### src/hdl/ssip_pkg.sv
// ssip_pkg: request/response payload types, request kinds, status codes and
// the control struct that drives the row of cells.
// No dependencies.
package ssip_pkg;

    localparam int KEY_FIELD_W = 32;
    localparam int POS_W       = 4;
    localparam int COUNT_W     = 5;

    localparam logic [1:0] KIND_INSERT = 2'd0;
    localparam logic [1:0] KIND_UNIQUE = 2'd1;
    localparam logic [1:0] KIND_POP    = 2'd2;
    localparam logic [1:0] KIND_SEARCH = 2'd3;

    localparam logic [2:0] ST_INSERTED = 3'd0;
    localparam logic [2:0] ST_FOUND    = 3'd1;
    localparam logic [2:0] ST_FULL     = 3'd2;
    localparam logic [2:0] ST_EMPTY    = 3'd3;
    localparam logic [2:0] ST_MISSING  = 3'd4;

    typedef struct packed {
        logic [1:0]                    kind;
        logic signed [KEY_FIELD_W-1:0] key_value;
    } ssip_req_t;

    typedef struct packed {
        logic [2:0]                    status;
        logic signed [KEY_FIELD_W-1:0] result_key;
        logic [POS_W-1:0]              position;
        logic [COUNT_W-1:0]            entry_count;
    } ssip_rsp_t;

    typedef struct packed {
        logic insert;
        logic pop;
    } ssip_cell_ctl_t;

endpackage

### src/hdl/ssip_cell.sv
// ssip_cell: one slot of the sorted row; holds a key and its occupancy bit,
// compares against the broadcast key and shifts with its neighbors.
// Depends on ssip_pkg.
module ssip_cell #(
    parameter int KEY_BITS = 32
) (
    input  logic                       aclk,
    input  logic                       aresetn,
    input  ssip_pkg::ssip_cell_ctl_t   ctl,
    input  logic                       head,
    input  logic signed [KEY_BITS-1:0] key,
    input  logic signed [KEY_BITS-1:0] left_entry,
    input  logic                       left_occ,
    input  logic                       left_ahead,
    input  logic                       left_eq,
    input  logic signed [KEY_BITS-1:0] right_entry,
    input  logic                       right_occ,
    output logic signed [KEY_BITS-1:0] entry,
    output logic                       occ,
    output logic                       ahead,
    output logic                       eq,
    output logic                       first_eq,
    output logic                       take
);

    logic signed [KEY_BITS-1:0] entry_reg, entry_next;
    logic                       occ_reg, occ_next;
    logic                       less;

    assign less     = occ_reg && (entry_reg < key);
    assign eq       = occ_reg && (entry_reg == key);
    assign ahead    = less || (head && eq);
    assign take     = !ahead && left_ahead;
    assign first_eq = eq && !left_eq;
    assign entry    = entry_reg;
    assign occ      = occ_reg;

    always_comb begin
        entry_next = entry_reg;
        occ_next   = occ_reg;
        priority if (ctl.insert) begin
            if (!ahead) begin
                entry_next = left_ahead ? key : left_entry;
                occ_next   = left_occ;
            end
        end else if (ctl.pop) begin
            entry_next = right_entry;
            occ_next   = right_occ;
        end
    end

    always_ff @(posedge aclk) begin
        if (!aresetn) begin
            occ_reg <= 1'b0;
        end else begin
            occ_reg <= occ_next;
        end
    end

    always_ff @(posedge aclk) begin
        entry_reg <= entry_next;
    end

    a_row_sorted: assert property (@(posedge aclk) disable iff (!aresetn)
        (occ_reg && right_occ) |-> (entry_reg <= right_entry))
        else $error("cell row out of order");

endmodule

### src/hdl/ssip_result.sv
// ssip_result: holding stage and output register of the response path;
// encodes the one-hot slot select into the reported position.
// Depends on ssip_pkg.
module ssip_result #(
    parameter int CAPACITY = 16
) (
    input  logic                  aclk,
    input  logic                  aresetn,
    input  logic                  in_load,
    input  ssip_pkg::ssip_rsp_t   in_rsp,
    input  logic [CAPACITY-1:0]   in_sel,
    output logic                  in_ready,
    output logic                  m_valid,
    input  logic                  m_ready,
    output ssip_pkg::ssip_rsp_t   m_rsp
);

    logic                        st1_valid_reg;
    ssip_pkg::ssip_rsp_t         st1_rsp_reg;
    logic [CAPACITY-1:0]         st1_sel_reg;
    logic                        m_valid_reg;
    ssip_pkg::ssip_rsp_t         m_rsp_reg;
    ssip_pkg::ssip_rsp_t         out_rsp;
    logic [ssip_pkg::POS_W-1:0]  pos;
    logic                        advance;

    assign advance  = !m_valid_reg || m_ready;
    assign in_ready = !st1_valid_reg || advance;
    assign m_valid  = m_valid_reg;
    assign m_rsp    = m_rsp_reg;

    always_comb begin
        pos = '0;
        for (int i = 0; i < CAPACITY; i++) begin
            if (st1_sel_reg[i]) begin
                pos = pos | ssip_pkg::POS_W'(i);
            end
        end
        out_rsp          = st1_rsp_reg;
        out_rsp.position = pos;
    end

    always_ff @(posedge aclk) begin
        if (!aresetn) begin
            st1_valid_reg <= 1'b0;
            m_valid_reg   <= 1'b0;
        end else begin
            if (in_ready) begin
                st1_valid_reg <= in_load;
            end
            if (advance) begin
                m_valid_reg <= st1_valid_reg;
            end
        end
    end

    always_ff @(posedge aclk) begin
        if (in_load) begin
            st1_rsp_reg <= in_rsp;
            st1_sel_reg <= in_sel;
        end
        if (advance && st1_valid_reg) begin
            m_rsp_reg <= out_rsp;
        end
    end

endmodule

### src/hdl/sorted_set_insert_pop.sv
// sorted_set_insert_pop: bounded sorted key store built as a row of shifting
// cells, with insert, insert-unique, pop-smallest and search requests.
// Depends on ssip_pkg, ssip_cell, ssip_result.
//
//  port group      | dir | handshake        | payload
//  s_ (request)    | in  | s_valid/s_ready  | s_req : ssip_req_t (kind, key_value)
//  m_ (response)   | out | m_valid/m_ready  | m_rsp : ssip_rsp_t (status, result_key,
//                  |     |                  |         position, entry_count)
//
// One request per cycle sustained while m_ready is high; the response goes
// through the holding stage, the position encoder and the output register to
// m_. All cells compare against the key in parallel and shift in the accept cycle.
// Reset (aresetn low, synchronous) clears occupancy and count; no clearing pass.
// With m_ready low the response holds, one more request waits in the middle
// stage, then s_ready drops.
module sorted_set_insert_pop #(
    parameter int CAPACITY = 16,
    parameter int KEY_BITS = 32
) (
    input  logic                 aclk,
    input  logic                 aresetn,
    input  logic                 s_valid,
    output logic                 s_ready,
    input  ssip_pkg::ssip_req_t  s_req,
    output logic                 m_valid,
    input  logic                 m_ready,
    output ssip_pkg::ssip_rsp_t  m_rsp
);

    localparam int CNT_W = $clog2(CAPACITY + 1);

    logic [CNT_W-1:0]            count_reg, count_next;
    logic signed [KEY_BITS-1:0]  key_in, rkey;
    logic signed [KEY_BITS-1:0]  ent_w [CAPACITY+2];
    logic [CAPACITY+1:0]         occ_w;
    logic [CAPACITY:0]           ahead_w;
    logic [CAPACITY:0]           eq_w;
    logic [CAPACITY-1:0]         occ, feq, take, sel;
    logic                        acc, full, empty, hit;
    logic [2:0]                  status;
    ssip_pkg::ssip_cell_ctl_t    ctl;
    ssip_pkg::ssip_rsp_t         rsp;

    assign key_in = KEY_BITS'(s_req.key_value);
    assign acc    = s_valid && s_ready;

    assign ent_w[0]           = key_in;
    assign ent_w[CAPACITY+1]  = '0;
    assign occ_w[0]           = 1'b1;
    assign occ_w[CAPACITY+1]  = 1'b0;
    assign ahead_w[0]         = 1'b1;
    assign eq_w[0]            = 1'b0;
    assign occ                = occ_w[CAPACITY:1];

    for (genvar i = 0; i < CAPACITY; i++) begin : g_cell
        ssip_cell #(
            .KEY_BITS (KEY_BITS)
        ) u_cell (
            .aclk        (aclk),
            .aresetn     (aresetn),
            .ctl         (ctl),
            .head        (i == 0),
            .key         (key_in),
            .left_entry  (ent_w[i]),
            .left_occ    (occ_w[i]),
            .left_ahead  (ahead_w[i]),
            .left_eq     (eq_w[i]),
            .right_entry (ent_w[i+2]),
            .right_occ   (occ_w[i+2]),
            .entry       (ent_w[i+1]),
            .occ         (occ_w[i+1]),
            .ahead       (ahead_w[i+1]),
            .eq          (eq_w[i+1]),
            .first_eq    (feq[i]),
            .take        (take[i])
        );
    end

    assign full  = occ[CAPACITY-1];
    assign empty = !occ[0];
    assign hit   = |feq;

    always_comb begin
        ctl        = '0;
        status     = ssip_pkg::ST_INSERTED;
        rkey       = key_in;
        sel        = '0;
        count_next = count_reg;
        unique case (s_req.kind)
            ssip_pkg::KIND_INSERT, ssip_pkg::KIND_UNIQUE: begin
                if (s_req.kind == ssip_pkg::KIND_UNIQUE && hit) begin
                    status = ssip_pkg::ST_FOUND;
                    sel    = feq;
                end else if (full) begin
                    status = ssip_pkg::ST_FULL;
                end else begin
                    ctl.insert = acc;
                    sel        = take;
                    count_next = count_reg + 1'b1;
                end
            end
            ssip_pkg::KIND_POP: begin
                if (empty) begin
                    status = ssip_pkg::ST_EMPTY;
                    rkey   = '0;
                end else begin
                    ctl.pop    = acc;
                    rkey       = ent_w[1];
                    count_next = count_reg - 1'b1;
                end
            end
            ssip_pkg::KIND_SEARCH: begin
                if (hit) begin
                    status = ssip_pkg::ST_FOUND;
                    sel    = feq;
                end else begin
                    status = ssip_pkg::ST_MISSING;
                end
            end
            default: begin
                status = ssip_pkg::ST_MISSING;
            end
        endcase
    end

    assign rsp = '{
        status:      status,
        result_key:  ssip_pkg::KEY_FIELD_W'(rkey),
        position:    '0,
        entry_count: ssip_pkg::COUNT_W'(count_next)
    };

    always_ff @(posedge aclk) begin
        if (!aresetn) begin
            count_reg <= '0;
        end else if (acc) begin
            count_reg <= count_next;
        end
    end

    ssip_result #(
        .CAPACITY (CAPACITY)
    ) u_result (
        .aclk     (aclk),
        .aresetn  (aresetn),
        .in_load  (acc),
        .in_rsp   (rsp),
        .in_sel   (sel),
        .in_ready (s_ready),
        .m_valid  (m_valid),
        .m_ready  (m_ready),
        .m_rsp    (m_rsp)
    );

    a_count_matches_row: assert property (@(posedge aclk) disable iff (!aresetn)
        count_reg == CNT_W'($countones(occ)))
        else $error("count disagrees with cell occupancy");

    a_occ_contiguous: assert property (@(posedge aclk) disable iff (!aresetn)
        $onehot({1'b0, occ} + 1'b1))
        else $error("occupied cells not contiguous from the head");

    a_sel_onehot: assert property (@(posedge aclk) disable iff (!aresetn)
        acc |-> $onehot0(sel))
        else $error("more than one slot selected for position");

    a_pop_shrinks: assert property (@(posedge aclk) disable iff (!aresetn)
        (acc && s_req.kind == ssip_pkg::KIND_POP && !empty)
            |=> (count_reg == $past(count_reg) - 1'b1))
        else $error("pop did not shrink the store");

endmodule
### config.mk
export PLATFORM = sky130hd
export DESIGN_NAME = sorted_set_insert_pop
export DESIGN_NICKNAME = d
export VERILOG_FILES = /design/src/hdl/ssip_pkg.sv /design/src/hdl/ssip_cell.sv /design/src/hdl/ssip_result.sv /design/src/hdl/sorted_set_insert_pop.sv
export SDC_FILE = /design/constraint.sdc
export NUM_CORES = 2
export LEC_CHECK = 0
export BUFFER_PORTS_ARGS = -buffer_cell sky130_fd_sc_hd__buf_2
export CAP_MARGIN = 20
export CORE_MARGIN = 4
export CORE_UTILIZATION = 40
export CTS_BUF_LIST = sky130_fd_sc_hd__clkbuf_16
export DETAILED_ROUTE_END_ITERATION = 10
export GPL_ROUTABILITY_DRIVEN = 0
export SKIP_LAST_GASP = 1
export SYNTH_ARGS = -nofsm -noshare
export SYNTH_HDL_FRONTEND = slang
export SYNTH_SLANG_ARGS = --single-unit
export TNS_END_PERCENT = 20
### constraint.sdc
create_clock -name aclk -period 18.09 [get_ports aclk]
set_input_delay 4.5225 -clock aclk [delete_from_list [all_inputs] [get_ports aclk]]
set_output_delay 4.5225 -clock aclk [all_outputs]
set_load 0.05 [all_outputs]
==> qor.yml <==
p_leak_nw: 19.23
status: "finished clean"
min_path_cells: 0
synth-main-ff-cell: "edfxtp_1"
final_antenna_net_count: 0
numCtsBuffers: 74
syn-cell-area_um2: 42050
r2r_slack_ns: 11.54
register_area_um2: 18810
start_util: 0.4045
finalHoldViolCount: 0
syn_inst: 3987
ctsHtreeMaxLevel: 3
ir_drop_mv: 0.05850
fill_cells: 9872
hp-start: "u_result.out_rsp[13]"
std_cell_rows: 118
cts-root-buf: "clkbuf_16"
power_density_nw_per_um2: 87.54
period_share: 0.6037
ys_ff_latch: 634
cts_sinks: 634
finClkSkew_ns: 0.03240
endpoint_kind: "flop"
regToRegEndpoint: "g_cell[13].u_cell.entry[11]"
die_w_um: 332.2
synth_edf_count: 611
fin_cells: 5423
setup_viol: 0
maxSlewViolCount: 0
fin_crit_ns: 10.92
yosysTopAreaCell: "edfxtp_1"
syn-num-nets: 4539
crit_path_top_delay_cell: "o21ai_4"
routed_wl_um: 130300
ys_top_cells_by_area: "edfxtp_1 44%, ha_1 15%, mux2i_1 11%"
crit_type: "primary input to flop"
die_h_um: 332.2
fin_nets: 4537
post-cts-setup-buffers: 0
reg2reg_depth: 12
grt.overflow.total: 0
cts_buffer_depth: 3
antennaDiodeCount: 0
synth_commonest_cells: "611 x edfxtp_1, 514 x ha_1, 494 x nand2_1"
yosys.cell_types.count: 71
cap_violations: 0
grt_pass1_vias: 30668
cpMostUsedCell: "buf_4"
worst_pin_slew_ns: 1.085
hp-class: "flop to flop"
rsz0062_at_grt: "false"
finalSetupTns_ns: 0
dr.first_iter.drc_count: 3251
path_cells: "buf_2 -> inv_1 -> ha_1 -> nand4_1 -> or4_1 -> nor4_2 -> mux2i_1 -> nand4_1 -> o21ai_2 -> nand3_4 -> buf_4 -> buf_4 -> o21ai_4 -> buf_4"
core_um2: 103900
min_to: "u_result.m_rsp[13]"
cts_tree: "yes"
grt_pass1_wl_um: 196300
syn2layout_area_growth_pct: 9.948
reg2reg_from: "g_cell[14].u_cell.entry[31]"
multi_input_area_um2: 22100
crit_buf_inv: 5
cts_hold_buf: 0
post_cts_resized: 0
cp_max_fo: 87
largest_reg_flops: 512
avgViaCountPerCell: 5.827
die_area_um2: 110400
cp_top_family: "buffers and inverters"
dr.pass1.iters: 5
clock_latency_ns: 0.65
hpwlAfterDp_um: 94720
wire_per_inst_um: 24.02
path_clk_slew_ns: 0.06
dp.cells: 5286
track_usage: 0.2282
fmax_mhz: 91.57
cp-start-kind: "primary input"
synth-async-reset-ratio: 0
yosysTopAreaCellShare: 0.4364
worstPathArrival_ns: 11.23
drc: 0
drive_above_1_share: 0.07346
antenna_found_initial: 3
grt_max_degree: 190
ys.warnings.count: 0
avgSynthCellArea_um2: 10.55
portBuffers: 83
slew_headroom: 0.2766
synth.most_common_cell: "edfxtp_1"
yosysSeqAreaShare: 0.4473
required_ns: 18.40
dr_total_vias: 31598
max_stage_delay_ns: 0.69
io_pins: 84
power breakdown:
| part | switching (mW) | leakage, nW | internal [mW] | total (mW) |
|---|---|---|---|---|
| clock network | 0.640 | 1.17 | 0.819 | 1.46 |
| logic | 0.470 | 12.1 | 0.271 | 0.740 |
| registers | 0.0959 | 5.97 | 1.75 | 1.85 |
| total | 1.21 | 19.2 | 2.84 | 4.05 |
layer usage:
layer | wire length (um) | global-route usage | share of wire
met1 | 58740 | 0.3203 | 0.45
met2 | 58970 | 0.3633 | 0.45
met3 | 7844 | 0.03034 | 0.060
met4 | 4684 | 0.07888 | 0.036
met5 | 13 | 0 | 0.00010
worst register-to-register path, delay by kind of cell (launching register included):
kind	cells	cell delay (ns)
fa+ha+maj	1	0.36
flops	1	0.42
mux	1	0.27
compound gates	2	1.34
simple gates	5	2.28
buf+inv	3	1.53
logic make-up after synthesis:
| family | after synthesis | share of synthesized area |
|---|---|---|
| adder cells (fa/ha/maj) | 514 | 0.1530 |
| AO/OA/AOI/OAI | 1029 | 0.1411 |
| flip-flops | 634 | 0.4473 |
| buffers and inverters | 293 | 0.03413 |
| XOR/XNOR | 6 | 0.001250 |
| AND/OR/NAND/NOR | 1047 | 0.1128 |
| multiplexers | 464 | 0.1105 |
cell usage in the layout, fill, tap and decap left out, types with 25 or more instances in the layout:
cell,netlist,routed
o21ai_0,142,137
buf_4,4,60
nand3_1,31,30
buf_2,40,83
edfxtp_1,611,611
mux2i_1,462,451
nand2_1,494,493
o21ai_1,305,300
nor3_1,25,25
nor4_1,25,25
inv_1,64,75
o21a_1,27,27
nor2b_1,39,38
ha_1,514,514
nand4_1,122,122
a21oi_1,289,289
a21o_1,151,151
nor2_1,236,236
clkbuf_16,0,76
per-stage QoR:
step	util	area (um2)	hold WS [ns]	setup slack, ns	power [mW]
final	0.4448	46230	0.4176	7.170	4.047
after global routing	0.4448	46230	0.4127	6.914	4.231
after CTS	0.4440	46150	0.4109	7.278	4.072
after detailed placement	0.4219	43850	0.4045	6.591	2.605
after global placement	0.4210	43760	0.4012	6.753	2.584
after floorplan	-	42050	0.4003	7.929	2.353
worst max-delay path by stage:
stage	slack (ns)	depth (start not counted)	to	from
after detailed placement	6.59	14	g_cell[14].u_cell.entry[25]	s_req[19]
final	7.17	14	g_cell[13].u_cell.entry[11]	s_req[26]
after floorplan	7.93	13	g_cell[0].u_cell.entry[0]	s_req[31]
after CTS	7.28	14	g_cell[13].u_cell.entry[2]	s_req[19]
after global routing	6.91	14	g_cell[14].u_cell.entry[21]	s_req[26]
after global placement	6.75	14	g_cell[13].u_cell.entry[9]	s_req[19]
cell type report:
cell class	count	share of cell area
clock buffer	76	0.04114
inverter	65	0.005278
multi-input combinational	3060	0.4781
tap	1380	0.03735
clock inverter	58	0.008553
timing repair buffer	150	0.02273
sequential	634	0.4068
Power figures use the tool's default switching activity.
